## src/rrpr_pkg.sv

```systemverilog
// Shared types, constants and encoding functions of the raster row packer.
`default_nettype none

package rrpr_pkg;

  // Row store geometry.
  localparam int MAX_ROW_CELLS = 1024;
  localparam int ADDR_W        = $clog2(MAX_ROW_CELLS);
  localparam int CNT_W         = $clog2(MAX_ROW_CELLS + 1);
  localparam int CELL_W        = 32;

  // Encoding constants.
  localparam logic [7:0] RUN_LIMIT = 8'd255;
  localparam logic [7:0] SIGN_BIT  = 8'o200;
  localparam int         BYTE_BITS = 8;

  // Configuration register indexes.
  localparam logic REG_MODE  = 1'b0;
  localparam logic REG_WIDTH = 1'b1;

  // Commands from the controller to the datapath.
  typedef struct packed {
    logic load;
    logic p1_eval;
    logic p2_eval;
    logic decide;
    logic walk_start;
    logic walk_eval;
    logic emit;
  } cmd_t;

  // Status from the datapath to the controller.
  typedef struct packed {
    logic pending;
    logic comp;
    logic rle;
    logic hdr;
    logic pos_zero;
    logic closes_scan;
    logic scan_last;
    logic run_stop;
    logic slot_free;
  } sts_t;

  // Configured byte width clamped to 1..4.
  function automatic logic [2:0] eff_width(input logic [2:0] cw);
    logic [2:0] w;
    if (cw == 3'd0) w = 3'd1;
    else if (cw > 3'd4) w = 3'd4;
    else w = cw;
    return w;
  endfunction

  // Fewest bytes a cell needs; a negative cell needs all four.
  function automatic logic [2:0] sig_bytes(input logic [CELL_W-1:0] v);
    logic [2:0] n;
    if (v[31] || v[30:24] != 7'd0) n = 3'd4;
    else if (v[23:16] != 8'd0) n = 3'd3;
    else if (v[15:8] != 8'd0) n = 3'd2;
    else if (v[7:0] != 8'd0) n = 3'd1;
    else n = 3'd0;
    return n;
  endfunction

  // Sign-magnitude word of w bytes, sign in the top bit of the first byte.
  function automatic logic [CELL_W-1:0] enc_word(input logic [CELL_W-1:0] v,
                                                 input logic [2:0] w);
    logic [CELL_W-1:0] mag;
    logic [7:0]        sb;
    logic [CELL_W-1:0] word;
    mag = v[31] ? (32'd0 - v) : v;
    sb  = v[31] ? SIGN_BIT : 8'd0;
    unique case (w)
      3'd1:    word = {24'd0, mag[7:0] | sb};
      3'd2:    word = {16'd0, mag[15:8] | sb, mag[7:0]};
      3'd3:    word = {8'd0, mag[23:16] | sb, mag[15:0]};
      default: word = {mag[31:24] | sb, mag[23:0]};
    endcase
    return word;
  endfunction

  // Byte b (0 is the first sent) of a w-byte encoded word.
  function automatic logic [7:0] enc_byte(input logic [CELL_W-1:0] word,
                                          input logic [2:0] w,
                                          input logic [2:0] b);
    logic [2:0] sh;
    logic [7:0] r;
    sh = w - 3'd1 - b;
    unique case (sh[1:0])
      2'd0:    r = word[7:0];
      2'd1:    r = word[15:8];
      2'd2:    r = word[23:16];
      default: r = word[31:24];
    endcase
    return r;
  endfunction

endpackage

`default_nettype wire

```

## src/rrpr_ctrl.sv

```systemverilog
// Sequencing state machine of the raster row packer.
`default_nettype none

module rrpr_ctrl (
  input  wire logic          clk,
  input  wire logic          rst_n,
  input  wire logic          in_valid,
  input  wire logic          in_action,
  input  wire rrpr_pkg::sts_t sts,
  output rrpr_pkg::cmd_t     cmd,
  output logic               in_stall
);

  typedef enum logic [3:0] {
    IDLE, P1_RD, P1_EV, P2_RD, P2_EV, DECIDE, F_RD, R_RD, R_EV, EMIT
  } state_t;

  state_t state_r, state_nxt;

  // Items are taken only while idle.
  assign in_stall = (state_r != IDLE);

  // Next state and commands.
  always_comb begin
    state_nxt = state_r;
    cmd       = '0;
    unique case (state_r)
      IDLE: begin
        if (in_valid) begin
          if (!in_action) begin
            cmd.load = 1'b1;
            if (sts.closes_scan) state_nxt = P1_RD;
          end else if (!sts.pending || (sts.comp && !sts.hdr) ||
                       (sts.rle && !sts.pos_zero)) begin
            state_nxt = EMIT;
          end else if (sts.rle) begin
            cmd.walk_start = 1'b1;
            state_nxt      = R_RD;
          end else begin
            state_nxt = F_RD;
          end
        end
      end
      P1_RD: state_nxt = P1_EV;
      P1_EV: begin
        cmd.p1_eval = 1'b1;
        state_nxt   = sts.scan_last ? P2_RD : P1_RD;
      end
      P2_RD: state_nxt = P2_EV;
      P2_EV: begin
        cmd.p2_eval = 1'b1;
        state_nxt   = sts.scan_last ? DECIDE : P2_RD;
      end
      DECIDE: begin
        cmd.decide = 1'b1;
        state_nxt  = IDLE;
      end
      F_RD: state_nxt = EMIT;
      R_RD: state_nxt = R_EV;
      R_EV: begin
        cmd.walk_eval = 1'b1;
        state_nxt     = sts.run_stop ? EMIT : R_RD;
      end
      EMIT: begin
        if (sts.slot_free) begin
          cmd.emit  = 1'b1;
          state_nxt = IDLE;
        end
      end
      default: state_nxt = IDLE;
    endcase
  end

  // State register.
  always_ff @(posedge clk) begin
    if (!rst_n) begin
      state_r <= IDLE;
    end else begin
      state_r <= state_nxt;
    end
  end

endmodule

`default_nettype wire

```

## config.mk

```make
export PLATFORM = sky130hd
export DESIGN_NAME = rrpr_ctrl
export DESIGN_NICKNAME = d
export VERILOG_FILES = /design/src/rrpr_pkg.sv /design/src/rrpr_ctrl.sv
export SDC_FILE = /design/constraint.sdc
export NUM_CORES = 1
export LEC_CHECK = 0
export BUFFER_PORTS_ARGS = -buffer_cell sky130_fd_sc_hd__buf_2
export CAP_MARGIN = 15
export CORE_AREA = 8 8 45 47
export DETAILED_ROUTE_END_ITERATION = 12
export DIE_AREA = 0 0 53 55
export SKIP_CTS_REPAIR_TIMING = 1
export SLEW_MARGIN = 20
export SYNTH_ARGS = -nofsm -noshare
export SYNTH_HDL_FRONTEND = slang
export SYNTH_SLANG_ARGS = --single-unit
export TNS_END_PERCENT = 30
```

## constraint.sdc

```tcl
create_clock -name clk -period 1.3 [get_ports clk]
set_input_delay 0.13 -clock clk [delete_from_list [all_inputs] [get_ports clk]]
set_output_delay 0.13 -clock clk [all_outputs]
set_load 0.005 [all_outputs]
```

# Word-level counts from Yosys, hierarchy flattened

Index checks and enable logic that the tools add are counted.

Logic and storage cells: 47
Register bits after elaboration: 4
Output and inout bits: 8

Mux-type cells: 24
Equal/unequal tests: 12
Reductions and logical operators: 10

Operator list:

| operator             | number |
|---|---|
| $pmux W4 S9          | 1 |
| $mux W4              | 6 |
| $eq A4 B3 Y1 const B | 4 |
| $mux W1              | 15 |
| $eq A4 B2 Y1 const B | 2 |
| $eq A4 B4 Y1 const B | 2 |
| $eq A4 B1 Y1 const B | 1 |
| $logic_not A4 Y1     | 1 |
| $ne A2 B2 Y1 const B | 2 |
| $reduce_bool A4 Y1   | 1 |
| $logic_not A1 Y1     | 3 |
| $mux W3              | 1 |
| $ne A3 B3 Y1 const B | 1 |
| $reduce_and A3 Y1    | 1 |
| $logic_and A1 B1 Y1  | 2 |
| $logic_or A1 B1 Y1   | 2 |
| $mux W2              | 1 |

# Logic depth before layout (Yosys ltp)

Gate-level depths: netlist (run 1).

Depth in word-level cells: 8
Gate-level depth with buffers: 5

# Worst setup path before layout (run 1)

Ideal clock, no wire load.

Kind: register to register
From: reg state_r[1]
To: reg state_r[1]
Setup slack: 0.065 ns
Cell stages (with the launch flop): 6
Data arrival time: 1.107 ns
Clock period less this slack: 1.235 ns
Data required time: 1.171 ns
Cell sequence: dfxtp_1 buf_6 and2b_1 a221o_1 nand3b_1 a21oi_1

Cells in the longest elaborated chain, start to end: 3

RTL lines:

| what                                                                 | line            | RTL |
|---|---|---|
| from (decl)                                                          | rrpr_ctrl.sv:18 | `state_t state_r, state_nxt;` |
| from (signal assigned)                                               | rrpr_ctrl.sv:79 | `state_r <= state_nxt;` |
| $eq A4 B4 Y1 / $logic_not A4 Y1 (equally long branches)              | rrpr_ctrl.sv:27 | `unique case (state_r)` |
| $ne A2 B2 Y1 (no source line) / $ne A3 B3 Y1 (equally long branches) | -               |  |
| $reduce_and A3 Y1 (no source line)                                   | -               |  |

Parallel ways exist; a longest one is shown, timed or not.
A chain may end at the register's enable or synchronous reset.

==> run metrics, run 1 <==
status complete, but fails checks; violated checks setup timing; I/O pin count 21; ys flop type dfxtp_1; Worst R2R Start state_r[2]; synthesized area per cell 8.07 um^2; most common library cell in the layout ignoring fill and taps buf_2; P_leak 0.310 nW; Largest register FFs 4; Syn Inst Count 51; Rel. slew slack 79.6%; CTS tree built; data arrival time of the worst path 1290 ps; core area 1380 um^2; Area Overhead vs Synth 61.1%; global route hottest layer met2; number of flops mapped to enable cells by yosys 0; DP Area 553 um^2; Biggest register state_r; R2R Setup Slk 0 ps; clock tree buffer depth 2; DRC violations left 0; simple-gate share of the synthesized area 44.4%; Largest regs state_r (4); share of cells above drive strength 1 56.1%; initial core utilization 29.7%; TritonCTS Buffers 3; critical path fanouts, max 5; vias per cell 5.05; vias in the first global route 450; fin cells 98; Final Power 985 uW; die width 53 um; Die Ht 55 um; ANT cells 0; #FFs+latches synth 4; GR Util met1 8.79%; FF+latch area 92.6 um^2; syn nets 64; Worst Reg2Reg Path Length in Cells 5; Final Hold Vio Count 0; All-Layer GR Usage 7.91%; largest net degree at the start of global routing 13; met2 usage 14.1%; post-route cell area 663 um^2; Startpoint Class register; CP Launch Point state_r[0]; # rows 14; PnR worst setup slack -122 ps; global routing met3 resource utilization 0.802%; DIE AREA 2920 um^2; DP Cell Count 91; GRT overflow 0; max cap viols 0; Routed WL 1300 um; post-route ant nets 0; Hold Path Stages 3; Pre-Repair DR Iteration Count 3; RePlAce Congestion 0.751; CP Capture Type output pin; area occupied by multi-input gates 313 um^2; H-tree level count 1; DR vias 495; initial antenna violation count 0; Starting DRT DRC Count 3; count of different cell masters after synthesis 28; worst r2r dst state_r[3]; global-route wire length before repair 1780 um; Worst-path clk slew 40 ps; Buffers on Ports 20; required time worst endpoint 1170 ps; xor and xnor fraction of the mapped netlist area 0%; yosys warns 0; clock root buffer clkbuf_4; mux share of post-synthesis cell area 0%; setup TNS -468 ps; fin crit period 1420 ps; Final Util 47.9%; Hold/Removal Path Class input pin to register; dpl hpwl 1010 um; RSZ-0062 raised after global routing yes; maximum clock rate 0.703 GHz; Worst-Margin Slew 306 ps; commonest non-fill, non-tap cells in the layout buf_2 (19), buf_4 (10), a21oi_1 (4), o21ai_0 (4); period utilisation layout 109%; Seq/Total Area, Yosys 19.5%; clock sink count 4; post-synthesis compound-gate area fraction 24.0%; post-placement setup slack -92.9 ps; clk_lat worst skew 240 ps; skew final 6.51 ps; final-stage net count 97; Critical path destination cmd[0]; main combinational cell family by area after synthesis simple AND/OR/NAND/NOR gates; Max Slew Vio Count 0; minimum hold slack 163 ps; routed len/inst 13.2 um; hold path start rst_n; PD cells 1490 nW/um^2; Post-Synth Adder-Cell Area 0%; crit path kind register to output pin; Mapped Area 412 um^2; Max rail drop VDD 0.000429 V; Async SR Flop Fraction 0%; Final Setup Violations 5; # fillers 149
==> power breakdown <==
| part | switching (mW) | internal, mW |
|---|---|---|
| Sequential | 0.0634 | 0.163 |
| Combinational | 0.253 | 0.342 |
| Clock | 0.0601 | 0.104 |
==> routing by layer <==
layer	routed length, um	share of wire (%)
met5	0	0
met4	17	1.3
met3	37	2.9
met2	675	52
met1	564	44
==> synthesized netlist by cell type, types with 2 or more instances <==
library cell  count  area share (%)
a21oi_1           4             4.9
dfxtp_1           4              19
o21ai_0           4             4.9
buf_6             3             8.2
inv_1             3             2.7
nand2b_1          3             4.6
nor2_1            3             2.7
and4_1            2             4.3
nand2_1           2             1.8
nand3_1           2             2.4
nand3b_1          2             3.6
nor3_1            2             2.4
nor4_1            2             3.0
==> worst min path at each step <==
stage | end | slack, ps
6_report | state_r[0] | 160
5_1_grt | state_r[0] | 170
4_1_cts | state_r[0] | 180
3_5_place_dp | state_r[0] | 430
3_3_place_gp | state_r[0] | 430
2_1_floorplan | cmd[6] | 290
==> area by class of cell <==
cell class	instances	area share, %
clock buffer	3	3.40
sequential	4	14.0
multi-input combinational	40	47.2
inverter	3	1.70
timing repair buffer	32	30.8
tap	16	3.02
==> worst max-delay path, stage by stage (launching register included) <==
cell and delay [ps]:
dfxtp_4 380, inv_1 70, nor4b_2 330, and2_1 170, buf_2 110
==> cells by family after synthesis <==
family / count (synthesis)
compound gates: 15
buf+inv: 7
flops: 4
simple gates: 25
Power figures use the tool's default switching activity.
==> run 2, diff against run 1 <==
- BUFFER_PORTS_ARGS: -buffer_cell sky130_fd_sc_hd__buf_2 -> unset
- DONT_BUFFER_PORTS: unset -> 1
==> run 2 against run 1 <==
  * Die area unchanged
  * Sequential power down 4%
  * Global-route usage up 0.93 points
  * Highest routed layer is now met3
  * Largest power group unchanged
  * Non-clock buffer count down 19
  * Via count down 12%
  * Sequential cell count unchanged
  * The run still ends with setup timing left
  * Critical path depth unchanged
==> run metrics, run 2 (synthesized netlist as in run 1, its figures left out) <==
data arrival time of the worst path 1270 ps (-20 ps); # rows 14 (unchanged); clock sink count 4 (unchanged); Pre-Repair DR Iteration Count 4 (+1); global-route wire length before repair 1920 um (+7.8%); P_leak 0.226 nW (-27%); Largest register FFs 4 (unchanged); Max rail drop VDD 0.000768 V (+79%); GR Util met1 9.39% (+0.61 points); required time worst endpoint 1170 ps (about the same); die width 53 um (unchanged); RePlAce Congestion 0.778 (+3.5%); max cap viols 0 (unchanged); Worst-path clk slew 40 ps (about the same); period utilisation layout 108% (-1.5 points); minimum hold slack 51.4 ps (-111 ps); DR vias 436 (-12%); vias per cell 5.52 (+9.3%); initial antenna violation count 0 (unchanged); share of cells above drive strength 1 41.3% (-15 points); Final Hold Vio Count 0 (unchanged); CP peak stage delay 320 ps (-60 ps); DRC violations left 0 (unchanged); Starting DRT DRC Count 5 (+2); status complete, but fails checks; Worst R2R Start state_r[2]; clock root buffer clkbuf_4; Slowest cell on crit path dfxtp_2; Area Overhead vs Synth 36.8%; Max Slew Vio Count 0 (unchanged); crit path buf inv count 2 (unchanged); RSZ-0062 raised after global routing yes; vias in the first global route 453 (+0.67%); routed len/inst 15.2 um (+15%); global route hottest layer met2; H-tree level count 1 (unchanged); post-route ant nets 0 (unchanged); Die Ht 55 um (unchanged); Worst Hold End state_r[0]; setup TNS -272 ps (+196 ps); Hold/Removal Path Class input pin to register; global routing met3 resource utilization 4.28% (+3.5 points); maximum clock rate 0.713 GHz (+1.4%); clk_lat worst skew 230 ps (about the same); Final Setup Violations 5 (unchanged); largest net degree at the start of global routing 12 (-1); skew final 1.16 ps (-5.35 ps); Hold Path Stages 2 (-1); Buffers on Ports 0 (-100%); area occupied by multi-input gates 309 um^2 (-1.2%); met2 usage 15.2% (+1.2 points); CP Capture Type output pin; CTS tree built; I/O pin count 21 (unchanged); cell family with most CP delay simple AND/OR/NAND/NOR gates; DIE AREA 2920 um^2 (unchanged); # fillers 149 (unchanged); Routed WL 1200 um (-7.0%); Largest regs state_r (4); PnR worst setup slack -103 ps (+19.0 ps); Worst-Margin Slew 290 ps (-16.4 ps); Rel. slew slack 80.7% (+1.1 points); PD cells 1520 nW/um^2 (+2.5%); clock tree buffer depth 2 (unchanged); TritonCTS Buffers 3 (unchanged); Biggest register state_r; All-Layer GR Usage 8.84% (+0.93 points); critical path fanouts, max 10 (+5); worst r2r dst state_r[3]; most common library cell in the layout ignoring fill and taps buf_4; violated checks setup timing; hold path start rst_n; commonest non-fill, non-tap cells in the layout buf_4 (12), a21oi_1 (4), o21ai_0 (4); crit path kind register to output pin; Worst Reg2Reg Path Length in Cells 6 (+1); initial core utilization 29.7% (unchanged); R2R Setup Slk 80 ps (+80 ps); ordered cell list for the critical path buf_12 -> nor4_4 -> buf_4 -> and4_1; core area 1380 um^2 (unchanged); GRT overflow 0 (unchanged); fin crit period 1400 ps (-19.0 ps); final-stage net count 78 (-20%); FF+latch area 90.1 um^2 (-2.7%); ANT cells 0 (unchanged); Startpoint Class register
## run 2: area by class of cell
| class | count | area share [%] |
|---|---|---|
| multi-input cells | 40 | 54.9 |
| clock buffers | 3 | 4.00 |
| well taps | 16 | 3.56 |
| inverters | 3 | 2.00 |
| repair buffers | 13 | 19.6 |
| flip-flops and latches | 4 | 16.0 |
## run 2: worst max-delay path by stage
stage | startpoint | endpoint | slack, ps | cells after the start
2_1_floorplan | state_r[1] | state_r[1] | 60 | 5
3_3_place_gp | state_r[1] | state_r[3] | 30 | 4
3_5_place_dp | state_r[0] | cmd[0] | 4 | 3
4_1_cts | state_r[0] | cmd[0] | -260 | 3
5_1_grt | state_r[2] | cmd[2] | -150 | 4
6_report | state_r[2] | cmd[2] | -100 | 4
## run 2: metrics by stage
| step | worst slack (ps) | total power [mW] | utilization [%] | std cells | area [um^2] |
|---|---|---|---|---|---|
| after global placement | 25.3 | 0.633 | 35.3 | 74 | 488 |
| after floorplan | 64.7 | 0.500 | - | 51 | 412 |
| after detailed placement | 3.66 | 0.640 | 35.3 | 74 | 488 |
| final | -103 | 0.858 | 40.7 | 79 | 563 |
| after CTS | -256 | 0.800 | 36.9 | 77 | 510 |
| after global routing | -147 | 0.924 | 40.7 | 79 | 563 |
## run 2: worst register-to-register path: cells and delay by family (launching register included)
kind | cells | cell delay, ps
AOI/OAI and AO/OA | 2 | 190
buffers and inverters | 3 | 410
DFF | 1 | 320
and+or+nand+nor | 1 | 220
## run 2: report_power, final
| part | internal (mW) | leakage, nW | switching, mW |
|---|---|---|---|
| Sequential | 0.161 | 0.0350 | 0.0550 |
| Combinational | 0.268 | 0.177 | 0.224 |
| Clock | 0.103 | 0.0138 | 0.0468 |
## run 2: layer usage
metal | wire (um) | vias up
li1 | - | 222
met3 | 79 | 0
met5 | 0 | -
met2 | 630 | 14
met4 | 0 | 0
met1 | 494 | 200
==> run 3, diff against run 2 <==
- MAX_ROUTING_LAYER: unset -> met4
- SKIP_CTS_REPAIR_TIMING: 1 -> unset
==> run 3 against run 2 <==
  * The flow still finishes with violations (setup timing)
  * Critical endpoint unchanged
  * Sequential power grew 2%
  * Sequential share of layout area shrank 0.74 points
  * Non-clock buffer count grew 3
  * Clock skew grew 0.56 ps
  * Final cell count grew 3.8%
  * First-iteration DRC count shrank 20%
  * Sequential cell count is the same
  * Die area is the same
  * Core utilization grew 3.2 points
==> run metrics, run 3 (synthesized netlist as in run 1, its figures left out) <==
Rel. slew slack 80.7% (about the same); core area 1380 um^2 (unchanged); DP Cell Count 74 (unchanged); violated checks setup timing; # rows 14 (unchanged); crit path buf inv count 2 (unchanged); largest net degree at the start of global routing 10 (-2); status complete, but fails checks; TritonCTS Buffers 3 (unchanged); global-route wire length before repair 2050 um (+6.8%); maximum clock rate 0.717 GHz (+0.60%); data arrival time of the worst path 1260 ps (about the same); CTS tree built; Worst-Margin Slew 290 ps (-0.125 ps); final-stage net count 81 (+3.8%); post-route ant nets 0 (unchanged); clock sink count 4 (unchanged); P_leak 0.242 nW (+7.1%); Worst Reg2Reg Path Length in Cells 7 (+1); Worst-path clk slew 40 ps (about the same); Routed WL 1200 um (-0.50%); RePlAce Congestion 0.788 (+1.3%); crit path kind register to output pin; period utilisation layout 107% (-0.64 points); DIE AREA 2920 um^2 (unchanged); die width 53 um (unchanged); ANT cells 0 (unchanged); Slowest cell on crit path dfxtp_2; CP peak stage delay 320 ps (about the same); clk_lat worst skew 230 ps (about the same); Largest regs state_r (4); Largest register FFs 4 (unchanged); number of cells on the critical path 4 (unchanged); DRC violations left 0 (unchanged); Hold Path Stages 2 (unchanged); Final Util 43.9% (+3.2 points); vias in the first global route 501 (+11%); fin crit period 1390 ps (-8.34 ps); CP Capture Type output pin; most common library cell in the layout ignoring fill and taps buf_4; max cap viols 0 (unchanged); required time worst endpoint 1170 ps (about the same); commonest non-fill, non-tap cells in the layout buf_4 (15), o21ai_0 (4); vias per cell 5.48 (-0.79%); RSZ-0062 raised after global routing yes; Buffers on Ports 0 (unchanged); clock root buffer clkbuf_4; Max Slew Vio Count 0 (unchanged); FF+latch area 92.6 um^2 (+2.8%); Area Overhead vs Synth 47.4%; initial core utilization 29.7% (unchanged); fin cells 82 (+3.8%); All-Layer GR Usage 9.61% (+0.77 points); Final Setup Violations 5 (unchanged); # fillers 139 (-6.7%); I/O pin count 21 (unchanged); Pre-Repair DR Iteration Count 2 (-2); Biggest register state_r; setup TNS -243 ps (+29.3 ps); GRT overflow 0 (unchanged); Startpoint Class register; share of cells above drive strength 1 48.5% (+7.2 points); Starting DRT DRC Count 4 (-1); ordered cell list for the critical path buf_12 -> nor4_4 -> buf_4 -> and4_1; skew final 1.72 ps (+0.564 ps); cell family with most CP delay simple AND/OR/NAND/NOR gates; Max rail drop VDD 0.000782 V (+1.8%); PnR worst setup slack -94.2 ps (+8.34 ps); routed len/inst 14.6 um (-4.1%); critical path fanouts, max 9 (-1); Final Hold Vio Count 0 (unchanged); DR vias 449 (+3.0%); Die Ht 55 um (unchanged); H-tree level count 1 (unchanged); clock tree buffer depth 2 (unchanged); Hold/Removal Path Class input pin to register; initial antenna violation count 0 (unchanged); area occupied by multi-input gates 328 um^2 (+6.1%); PD cells 1560 nW/um^2 (+2.7%)
==> run 3: cell count changes in the layout (fill, tap and decap cells not counted), sizes merged <==
cell  previous run  this run
buf             13        16
==> run 3: power breakdown <==
part           total (mW)  internal, mW  switching (mW)
combinational       0.580         0.327           0.253
sequential          0.221         0.164          0.0572
clock               0.149         0.103          0.0458
==> run 3: stage by stage <==
stage	area (um^2)	power, mW	hold WS [ps]	setup WS, ps
finish	607	0.949	52.2	-94.2
global route	607	1.02	74.3	-141
CTS	577	0.924	44.0	-101
detailed placement	488	0.640	302	3.66
global placement	488	0.633	298	25.3
floorplan	412	0.500	291	64.7
==> run 3: final cells by class <==
type                    count  share of cell area, %
well taps                  16                   3.30
repair buffers             16                   21.9
multi-input cells          40                   54.0
inverters                   3                   1.86
clock buffers               3                   3.71
flip-flops and latches      4                   15.3
==> run 3: final timing paths <==
| path | startpoint | endpoint | slack (ps) |
|---|---|---|---|
| worst max-delay path | state_r[2] | cmd[2] | -90 |
| worst min-delay path | rst_n | state_r[0] | 50 |
| worst max register to register | state_r[3] | state_r[2] | 0 |
| worst min register to register | state_r[0] | state_r[0] | 570 |
==> run 3: what timing repair did <==
item,4_1_cts,5_1_grt
pin swaps,2,0
setup buffers,5,0
gates resized for setup,11,5
hold buffers,0,0
endpoints found under the setup margin,8,11
==> run 3: per-layer routing <==
layer | up-vias | routed length [um] | global-route usage, %
met5 | - | 0 | -
met1 | 210 | 497 | 9.38
li1 | 225 | - | -
met3 | 0 | 66 | 4.28
met2 | 14 | 634 | 17.0
met4 | 0 | 0 | 2.59
